### config.mk
export PLATFORM = sky130hd
export DESIGN_NAME = text_console_cursor_engine
export DESIGN_NICKNAME = d
export VERILOG_FILES = /design/src/rtl/tcce_pkg.sv /design/src/rtl/text_console_cursor_engine.sv /design/src/rtl/tcce_step.sv
export SDC_FILE = /design/constraint.sdc
export NUM_CORES = 1
export LEC_CHECK = 0
export BUFFER_PORTS_ARGS = -buffer_cell sky130_fd_sc_hd__buf_2
export CAP_MARGIN = 20
export CORE_ASPECT_RATIO = 1.2
export CORE_MARGIN = 2
export CORE_UTILIZATION = 55
export DETAILED_ROUTE_END_ITERATION = 16
export PLACE_DENSITY = 0.79
export SYNTH_ARGS = -nofsm -noshare
export SYNTH_HDL_FRONTEND = slang
export SYNTH_SLANG_ARGS = --single-unit
### constraint.sdc
create_clock -name i_clk -period 6.93 [get_ports i_clk]
set_input_delay 0.693 -clock i_clk [delete_from_list [all_inputs] [get_ports i_clk]]
set_output_delay 0.693 -clock i_clk [all_outputs]
set_load 0.05 [all_outputs]
### src/rtl/tcce_pkg.sv
// Package for the text console cursor engine.
// Holds the item codes, character codes and the input and result item types.
// No dependencies.
`default_nettype none

package tcce_pkg;

    localparam logic [1:0] KIND_CHAR  = 2'd0;
    localparam logic [1:0] KIND_CLEAR = 2'd1;
    localparam logic [1:0] KIND_SET   = 2'd2;

    localparam logic [7:0] CH_BS    = 8'h08;
    localparam logic [7:0] CH_TAB   = 8'h09;
    localparam logic [7:0] CH_LF    = 8'h0A;
    localparam logic [7:0] CH_CR    = 8'h0D;
    localparam logic [7:0] CH_SPACE = 8'h20;
    localparam logic [7:0] CH_LAST  = 8'h7F;

    localparam logic [7:0] ATTR_RESET = 8'h07;

    typedef struct packed {
        logic [1:0] kind;
        logic [7:0] ch;
        logic [4:0] row;
        logic [6:0] column;
    } t_in_item;

    typedef struct packed {
        logic        write_valid;
        logic [4:0]  write_row;
        logic [6:0]  write_col;
        logic [7:0]  write_char;
        logic [7:0]  write_attr;
        logic        scroll;
        logic        clear;
        logic [4:0]  cursor_row;
        logic [6:0]  cursor_col;
        logic [10:0] cursor_addr;
    } t_out_item;

endpackage

`default_nettype wire

### src/rtl/text_console_cursor_engine.sv
// Top level of the text console cursor engine: input register, cursor state,
// result register and the attribute register. Uses tcce_pkg and tcce_step.
//
//  Channel  Signals                          Moves
//  in       i_in_valid / o_in_ready          t_in_item: kind, ch, row, column
//  out      o_out_valid / i_out_ready        t_out_item: cell write, flags, cursor
//  cfg      i_cfg_we / i_cfg_data            attribute byte, no wait
//
// An item passes through the input register, then the cursor logic, and its result is
// loaded into the result register once that register is free.
// One item per cycle is sustained while the output is not stalled; the cursor register feedback sets that figure.
// Reset clears the cursor to row 0, column 0 and sets the attribute to 7.
// A stalled output holds its result; the input register takes one more item and then holds it.
`default_nettype none

module text_console_cursor_engine #(
    parameter int COLUMNS  = 80,
    parameter int ROWS     = 25,
    parameter int TAB_STOP = 8
) (
    input  wire                   i_clk,
    input  wire                   i_rst_n,
    input  wire                   i_in_valid,
    output logic                  o_in_ready,
    input  var tcce_pkg::t_in_item  i_in_item,
    output logic                  o_out_valid,
    input  wire                   i_out_ready,
    output tcce_pkg::t_out_item   o_out_item,
    input  wire                   i_cfg_we,
    input  wire  [7:0]            i_cfg_data
);
    import tcce_pkg::*;

    localparam int RW = $clog2(ROWS);
    localparam int CW = $clog2(COLUMNS);

    logic            r_in_valid;
    t_in_item        r_in_item;
    logic            r_out_valid;
    t_out_item       r_out_item;
    logic [RW-1:0]   r_cur_row;
    logic [CW-1:0]   r_cur_col;
    logic [7:0]      r_attr;

    logic [RW-1:0]   n_cur_row;
    logic [CW-1:0]   n_cur_col;
    t_out_item       n_out_item;

    logic            w_out_free;
    logic            w_advance;
    logic            w_accept;

    assign w_out_free = !r_out_valid || i_out_ready;
    assign w_advance  = r_in_valid && w_out_free;
    assign o_in_ready = !r_in_valid || w_out_free;
    assign w_accept   = i_in_valid && o_in_ready;

    tcce_step #(
        .COLUMNS  (COLUMNS),
        .ROWS     (ROWS),
        .TAB_STOP (TAB_STOP)
    ) u_step (
        .i_item     (r_in_item),
        .i_attr     (r_attr),
        .i_cur_row  (r_cur_row),
        .i_cur_col  (r_cur_col),
        .o_next_row (n_cur_row),
        .o_next_col (n_cur_col),
        .o_result   (n_out_item)
    );

    always_ff @(posedge i_clk) begin
        if (!i_rst_n) begin
            r_in_valid  <= 1'b0;
            r_out_valid <= 1'b0;
            r_cur_row   <= '0;
            r_cur_col   <= '0;
            r_attr      <= ATTR_RESET;
        end else begin
            if (w_accept) begin
                r_in_valid <= 1'b1;
            end else if (w_advance) begin
                r_in_valid <= 1'b0;
            end

            if (w_advance) begin
                r_out_valid <= 1'b1;
                r_cur_row   <= n_cur_row;
                r_cur_col   <= n_cur_col;
            end else if (i_out_ready) begin
                r_out_valid <= 1'b0;
            end

            if (i_cfg_we) begin
                r_attr <= i_cfg_data;
            end
        end
    end

    always_ff @(posedge i_clk) begin
        if (w_accept) begin
            r_in_item <= i_in_item;
        end
        if (w_advance) begin
            r_out_item <= n_out_item;
        end
    end

    assign o_out_valid = r_out_valid;
    assign o_out_item  = r_out_item;

endmodule

`default_nettype wire

### src/rtl/tcce_step.sv
// Next-cursor and cell-write logic for one item of the text console cursor engine.
// Purely combinational; uses tcce_pkg.
`default_nettype none

module tcce_step #(
    parameter int COLUMNS  = 80,
    parameter int ROWS     = 25,
    parameter int TAB_STOP = 8
) (
    input  var tcce_pkg::t_in_item             i_item,
    input  wire  [7:0]                         i_attr,
    input  wire  [$clog2(ROWS)-1:0]            i_cur_row,
    input  wire  [$clog2(COLUMNS)-1:0]         i_cur_col,
    output logic [$clog2(ROWS)-1:0]            o_next_row,
    output logic [$clog2(COLUMNS)-1:0]         o_next_col,
    output tcce_pkg::t_out_item                o_result
);
    import tcce_pkg::*;

    localparam int RW   = $clog2(ROWS);
    localparam int CW   = $clog2(COLUMNS);
    localparam int RW1  = $clog2(ROWS + 1);
    localparam int NXW  = $clog2(COLUMNS + TAB_STOP);
    localparam int AW   = $clog2(ROWS * COLUMNS);

    // Next tab stop for every column, fixed at elaboration.
    logic [NXW-1:0] w_tab_next [COLUMNS];

    genvar gi;
    generate
        for (gi = 0; gi < COLUMNS; gi++) begin : g_tab
            assign w_tab_next[gi] = NXW'(gi + TAB_STOP - (gi % TAB_STOP));
        end
    endgenerate

    logic [NXW-1:0] w_col1;
    logic [RW1-1:0] w_row1;
    logic [RW1-1:0] w_row2;
    logic [NXW-1:0] w_col2;
    logic           w_write;
    logic           w_scroll;
    logic           w_clear;
    logic [RW-1:0]  w_row_f;
    logic [CW-1:0]  w_col_f;
    logic [AW-1:0]  w_addr;

    always_comb begin
        w_col1   = NXW'(i_cur_col);
        w_row1   = RW1'(i_cur_row);
        w_row2   = RW1'(i_cur_row);
        w_col2   = NXW'(i_cur_col);
        w_write  = 1'b0;
        w_scroll = 1'b0;
        w_clear  = 1'b0;
        w_row_f  = i_cur_row;
        w_col_f  = i_cur_col;

        unique case (i_item.kind)
            KIND_CHAR: begin
                priority if (i_item.ch == CH_CR) begin
                    w_col1 = '0;
                end else if (i_item.ch == CH_LF) begin
                    w_row1 = RW1'(i_cur_row) + RW1'(1);
                    w_col1 = '0;
                end else if (i_item.ch == CH_BS) begin
                    if (i_cur_col != '0) begin
                        w_col1 = NXW'(i_cur_col) - NXW'(1);
                    end
                end else if (i_item.ch == CH_TAB) begin
                    w_col1 = w_tab_next[i_cur_col];
                end else if (i_item.ch >= CH_SPACE && i_item.ch <= CH_LAST) begin
                    w_write = 1'b1;
                    w_col1  = NXW'(i_cur_col) + NXW'(1);
                end else begin
                    w_col1 = NXW'(i_cur_col);
                end

                // Wrap past the last column, then hold on the bottom row.
                if (32'(w_col1) >= 32'(COLUMNS)) begin
                    w_col2 = '0;
                    w_row2 = w_row1 + RW1'(1);
                end else begin
                    w_col2 = w_col1;
                    w_row2 = w_row1;
                end
                if (32'(w_row2) >= 32'(ROWS)) begin
                    w_scroll = 1'b1;
                    w_row_f  = RW'(ROWS - 1);
                end else begin
                    w_row_f  = RW'(w_row2);
                end
                w_col_f = CW'(w_col2);
            end
            KIND_CLEAR: begin
                w_clear = 1'b1;
                w_row_f = '0;
                w_col_f = '0;
            end
            KIND_SET: begin
                w_row_f = (32'(i_item.row) >= 32'(ROWS)) ? RW'(ROWS - 1) : RW'(i_item.row);
                w_col_f = (32'(i_item.column) >= 32'(COLUMNS)) ? CW'(COLUMNS - 1)
                                                                : CW'(i_item.column);
            end
            default: begin
                w_row_f = i_cur_row;
                w_col_f = i_cur_col;
            end
        endcase
    end

    assign w_addr = AW'(w_row_f) * AW'(COLUMNS) + AW'(w_col_f);

    assign o_next_row = w_row_f;
    assign o_next_col = w_col_f;

    always_comb begin
        o_result             = '0;
        o_result.write_valid = w_write;
        if (w_write) begin
            o_result.write_row  = 5'(i_cur_row);
            o_result.write_col  = 7'(i_cur_col);
            o_result.write_char = i_item.ch;
            o_result.write_attr = i_attr;
        end
        o_result.scroll      = w_scroll;
        o_result.clear       = w_clear;
        o_result.cursor_row  = 5'(w_row_f);
        o_result.cursor_col  = 7'(w_col_f);
        o_result.cursor_addr = 11'(w_addr);
    end

endmodule

`default_nettype wire
; ---- After elaboration in Yosys (flattened, before gate mapping)
; Memory sizes are Yosys's and may differ from the RTL's.
; Cells that the tools add are included.
[op_classes]
addsub = 5
n_mul = 1
magnitude_cmp = 7
n_eq_ne = 6
muxes = 32
n_bitwise = 1
n_reduce_logical = 11
[ops]
columns = cell, count
row1 = 2-to-1 mux 7 bit, 11
row2 = 2-to-1 mux 5 bit, 7
row3 = equality test 8 x 4 -> 1 bit (second input constant), 4
row4 = case mux 7 bit (3 select lines), 1
row5 = case mux 5 bit (3 select lines), 1
row6 = greater-or-equal comparator 7 bit (second input constant), 2
row7 = 2-to-1 mux 1 bit, 12
row8 = adder 11 x 7 -> 11 bit, 1
row9 = adder 5 x 1 -> 5 bit (second input constant), 2
row10 = greater-or-equal comparator 5 bit (second input constant), 2
row11 = greater-or-equal comparator 8 x 6 -> 1 bit (second input constant), 1
row12 = greater-or-equal comparator 8 bit (second input constant), 1
row13 = <= comparator 8 x 7 -> 1 bit (second input constant), 1
row14 = NOT 7 -> 8 bit, 1
row15 = adder 7 x 1 -> 7 bit (second input constant), 1
row16 = multiplier 5 x 3 -> 7 bit (second input constant), 1
row17 = nonzero test 7 bit, 1
row18 = subtractor 7 x 1 -> 7 bit (second input constant), 1
row19 = nonzero test 2 bit, 2
row20 = logical AND 1 bit, 3
row21 = equality test 2 x 1 -> 1 bit (second input constant), 1
row22 = equality test 2 bit (second input constant), 1
row23 = logical NOT 1 bit, 2
row24 = logical NOT 2 bit, 1
row25 = logical OR 1 bit, 2
[word_totals]
register_bits = 98
romBits = 896
output_inout_bits = 56
mem_count = 1
[memory_table]
columns = memory, depth, width, rd, rd_ports_with_merged_regs, write_ports, line_no
row1 = (name not given), 128, 7, 1, 0, 0, tcce_step.sv:70  ; w_col1 = w_tab_next[i_cur_col];

; ---- Depth between registers and ports, before layout
[depth]
ltp_word = 17
depth_mapped = 23
depth_no_buf = 21

; ---- Hierarchy
; From an unflattened synthesis, not the netlist that was laid out.
[unflattened]
cells_unflattened = 473
area_unflattened_um2 = 5261.3
[by_module_without_submodules]
columns = mod, instances, cells_each, area_each_um2, seq_area_each_um2
row1 = text_console_cursor_engine, 1, 164, 3161.8, 2722.6
row2 = tcce_step, 1, 309, 2099.5, 0.0

; ---- Least setup slack after synthesis
; No wires, ideal clock.
[synth_path]
path_type = reg-to-reg
from = register r_in_item[14] (netlist bit)
to = register r_out_item, in the netlist o_out_item[10], data pin
arrival_ps = 5014
t_required_ps = 6668
slack_ps = 1654
stages_incl_launch_ff = 24
path_buffers = 2
period_less_slack_ps = 5276
cell_sequence = edfxtp_1 -> clkbuf_1 -> nor3b_1 -> and3_1 -> buf_2 -> mux2_2 -> ha_1 -> nand3_1 -> a41oi_1 -> a31o_2 -> nand3_1 -> nor2b_1 -> mux2i_1 -> or3_1 -> a31oi_1 -> ha_1 -> ha_1 -> inv_1 -> fa_1 -> or2_2 -> o21ai_0 -> or4b_2 -> o21ai_0 -> xnor2_1
[synth_lines]
columns = element, line_no
row1 = start: declaration, text_console_cursor_engine.sv:38  ; t_in_item r_in_item;
row2 = start signal: assignment, text_console_cursor_engine.sv:102  ; r_in_item <= i_in_item;
row3 = end signal: assignment, text_console_cursor_engine.sv:105  ; r_out_item <= n_out_item;
row4 = end: declaration, text_console_cursor_engine.sv:40  ; t_out_item r_out_item;

==> results.yml <==
status:
  status: "finished clean"
floorplanning:
  die_area_sq_um: 9500
  die_y_um: 106.4
  pin_count: 91
  rows: 37
  die_w_um: 89.31
  core_area_sq_um: 8518
  start_util_pct: 56.39
routing:
  num_vias: 3503
  viasPerCell: 5.632
  antenna_left: 0
  wl_per_cell_um: 15.96
  drt_iter0_markers: 251
  totalWireLength_um: 9929
  drt_pass1_iterations: 4
  drc: 0
global_routing:
  grt_max_degree: 59
  track_usage_pct: 22.00
  grt.overflow.total: 0
  grt_pass1_vias: 3313
  grt_antenna_before_repair: 0
  grt_pass1_wl_um: 16040
sta:
  post-route-min-period_ps: 5806
  worst_slew_pin_slew_ps: 1018
  drv_slew: 0
  rsz0062_at_grt: "false"
  finalHoldViolCount: 0
  setup_tns_ps: 0
  finClkSkew_ps: 13.79
  fmax_ghz: 0.1722
  finalSetupViolCount: 0
  holdWs_ps: 478.1
  timing.final.crit_share_pct: 83.78
  slew_headroom_pct: 32.11
layout:
  area_growth_pct: 13.81
  drive_gt1_share_pct: 25.94
  diodes: 0
  layout.nets: 554
yosys:
  synth_enable_flop_cells: 72
  ys_seq_area_share_pct: 54.18
  yosysWarnings: 0
  synth_nets: 477
  synthCells: 423
  async_flop_share_pct: 0
  syn-cell-area_sq_um: 4803
  ys_types: 65
  ys_seq_elements: 94
  synth.avg_cell_area_sq_um: 11.36
  synth_ff_type: "edfxtp_1"
placement:
  gp_congestion: 0.8866
  hpwlAfterDp_um: 7010
  port_buffers: 90
power_and_ir_drop:
  ir_worst_vdd_mv: 0.1379
  power.leakage_uw: 0.002214
  pwr_density_cell_nw_per_um2: 222.7
clock_tree:
  cts_resized: 0
  clkLatencyLatePin_ps: 360
  cts.sinks: 94
  cts.clk_slew.worst_paths_ps: 90
  ctsHoldBuffers: 0
  post_cts_buffers: 0
  cts_root_buffer: "clkbuf_8"
  cts_tree: "built"
  cts_buffers: 9
  clk_path_buf_depth: 2
  cts.htree.levels: 3
critical_path:
  worstPathRequired_ps: 7050
  crit_type: "flop to flop"
  setup.worst_path.start_class: "flop"
  arrival_ps: 5920
  worstPathMaxFanout: 10
  end_kind: "flop"
  reg2reg_depth: 21
  r2r_setup_slack_ps: 1120
  r2r-start: "r_in_item[14]"
  r2r_end: "o_out_item[10]"
hold_path:
  hold_end: "r_attr[1]"
  hold_depth: 2
  hold_class: "flop to flop"
  hold_start: "r_attr[1]"
job:
  drv_cap: 0
==> Yosys cell counts (2+ instances only) <==
library cell   n  area share, %
dfxtp_1       22            9.2
nor3_1        12            1.3
and2_1         2           0.26
o211ai_1       2           0.31
ha_1          17            4.4
a31oi_1        7           0.91
a21o_1         5           0.78
o221a_2        2           0.47
o21ai_0       26            2.7
a211oi_1       4           0.63
buf_4          5           0.78
nor2b_1       11            1.4
xnor2_1        8            1.5
and3_1        28            3.6
mux2_2         5            1.2
or3_1          2           0.26
o31a_1         2           0.36
nand2b_1       3           0.39
a32o_1         2           0.42
nand3_1       11            1.1
nand4_1        3           0.39
nand2_1       24            1.9
a21oi_1       16            1.7
xor2_1         8            1.5
o31ai_1        4           0.63
nor3b_1        8            1.3
o21a_1         4           0.63
fa_1           2           0.83
o221ai_1       2           0.36
clkbuf_1      19            1.5
nand3b_1       2           0.31
buf_2          3           0.31
mux2i_1       10            2.1
o22ai_1        3           0.39
nor2_1        24            1.9
o21ba_2        2           0.42
a31o_2         2           0.36
inv_1         13            1.0
edfxtp_1      72             45
==> report_power, final <==
group | switching [uW] | internal, uW
combinational | 152 | 70.2
sequential | 25.4 | 644
clock | 175 | 150
total | 353 | 865
==> metal layers <==
layer | wire length [um] | GRT usage [%]
met5 | 0 | 0
met4 | 243 | 9.595
met3 | 595 | 2.640
met2 | 4820 | 34.44
met1 | 4269 | 30.56
==> worst max-delay path by stage <==
stage                     slack, ps  depth (start not counted)             end           from
after floorplan                1650                         23  o_out_item[10]  r_in_item[14]
after global placement         1300                         21  o_out_item[10]  r_in_item[14]
after detailed placement       1170                         21  o_out_item[10]  r_in_item[14]
after CTS                      1180                         21  o_out_item[10]  r_in_item[14]
after global routing            680                         21  o_out_item[10]  r_in_item[14]
final                          1120                         21  o_out_item[10]  r_in_item[14]
==> placed cells by master, fill, tap and decap left out, types with 3 or more instances in the layout <==
master	count
o31ai_1	4
a31oi_1	7
o21ai_0	26
buf_4	4
o21a_1	4
nor3b_1	8
nand2_1	24
dfxtp_1	22
nor3_1	12
nand3_1	11
clkbuf_1	4
inv_1	13
a21o_1	5
mux2_2	5
a211oi_1	4
xor2_1	8
o22ai_1	3
edfxtp_1	72
nor2_1	24
nand2b_1	3
and3_1	28
a21oi_1	16
mux2i_1	10
ha_1	17
nand4_1	3
nor2b_1	11
clkbuf_8	11
xnor2_1	8
buf_2	90
==> registers in the layout, summed over array words and instances, names as in the netlist <==
signal and flops:
o_out_item 50, r_attr 8, o_out_valid 1, r_cur_col 7
r_in_item 22, r_cur_row 5, r_in_valid 1
==> cell type report <==
type / instances / area [sq um]
Fill cell: 723 / 3052
Sequential cell: 94 / 2603
Multi-Input combinational cell: 287 / 2013
Timing Repair Buffer: 94 / 480.5
Clock buffer: 15 / 166.4
Tap cell: 117 / 146.4
Inverter: 14 / 52.55
Clock inverter: 1 / 5.005
==> through the flow <==
step / worst slack, ps / instances / power, uW / util [%] / area (sq um)
floorplan: 1654 / 423 / 849.4 / - / 4803
global placement: 1300 / 606 / 898.5 / 62.16 / 5295
detailed placement: 1166 / 606 / 903.5 / 62.16 / 5295
CTS: 1175 / 622 / 1223 / 64.17 / 5466
global route: 676.2 / 622 / 1272 / 64.17 / 5466
finish: 1124 / 622 / 1217 / 64.17 / 5466
==> kinds of logic (layout without fill, tap and decap cells) <==
family / count (synthesis) / after routing / share of synthesized area [%]
compound gates: 96 / 96 / 14.30
xor+xnor: 16 / 16 / 2.918
fa+ha+maj: 19 / 19 / 5.262
buf+inv: 42 / 124 / 3.907
flops: 94 / 94 / 54.18
mux: 15 / 15 / 3.256
other cells: 1 / 1 / 0.07807
simple gates: 140 / 140 / 16.10
==> worst max-delay path: stages (launching register included) <==
cell and delay (ps):
edfxtp_1 530, nor3b_1 530, and3_1 450, mux2_2 410, ha_1 250, nand3_1 90
a41oi_1 50, a31o_2 280, nand3_1 100, nor2b_1 140, mux2i_1 70, or3_1 350
a31oi_1 300, ha_1 210, ha_1 150, inv_1 50, fa_1 400, or2_2 300
o21ai_0 70, or4b_2 590, o21ai_0 130, xnor2_1 100
No activity file was read; power rests on OpenSTA's default activity.
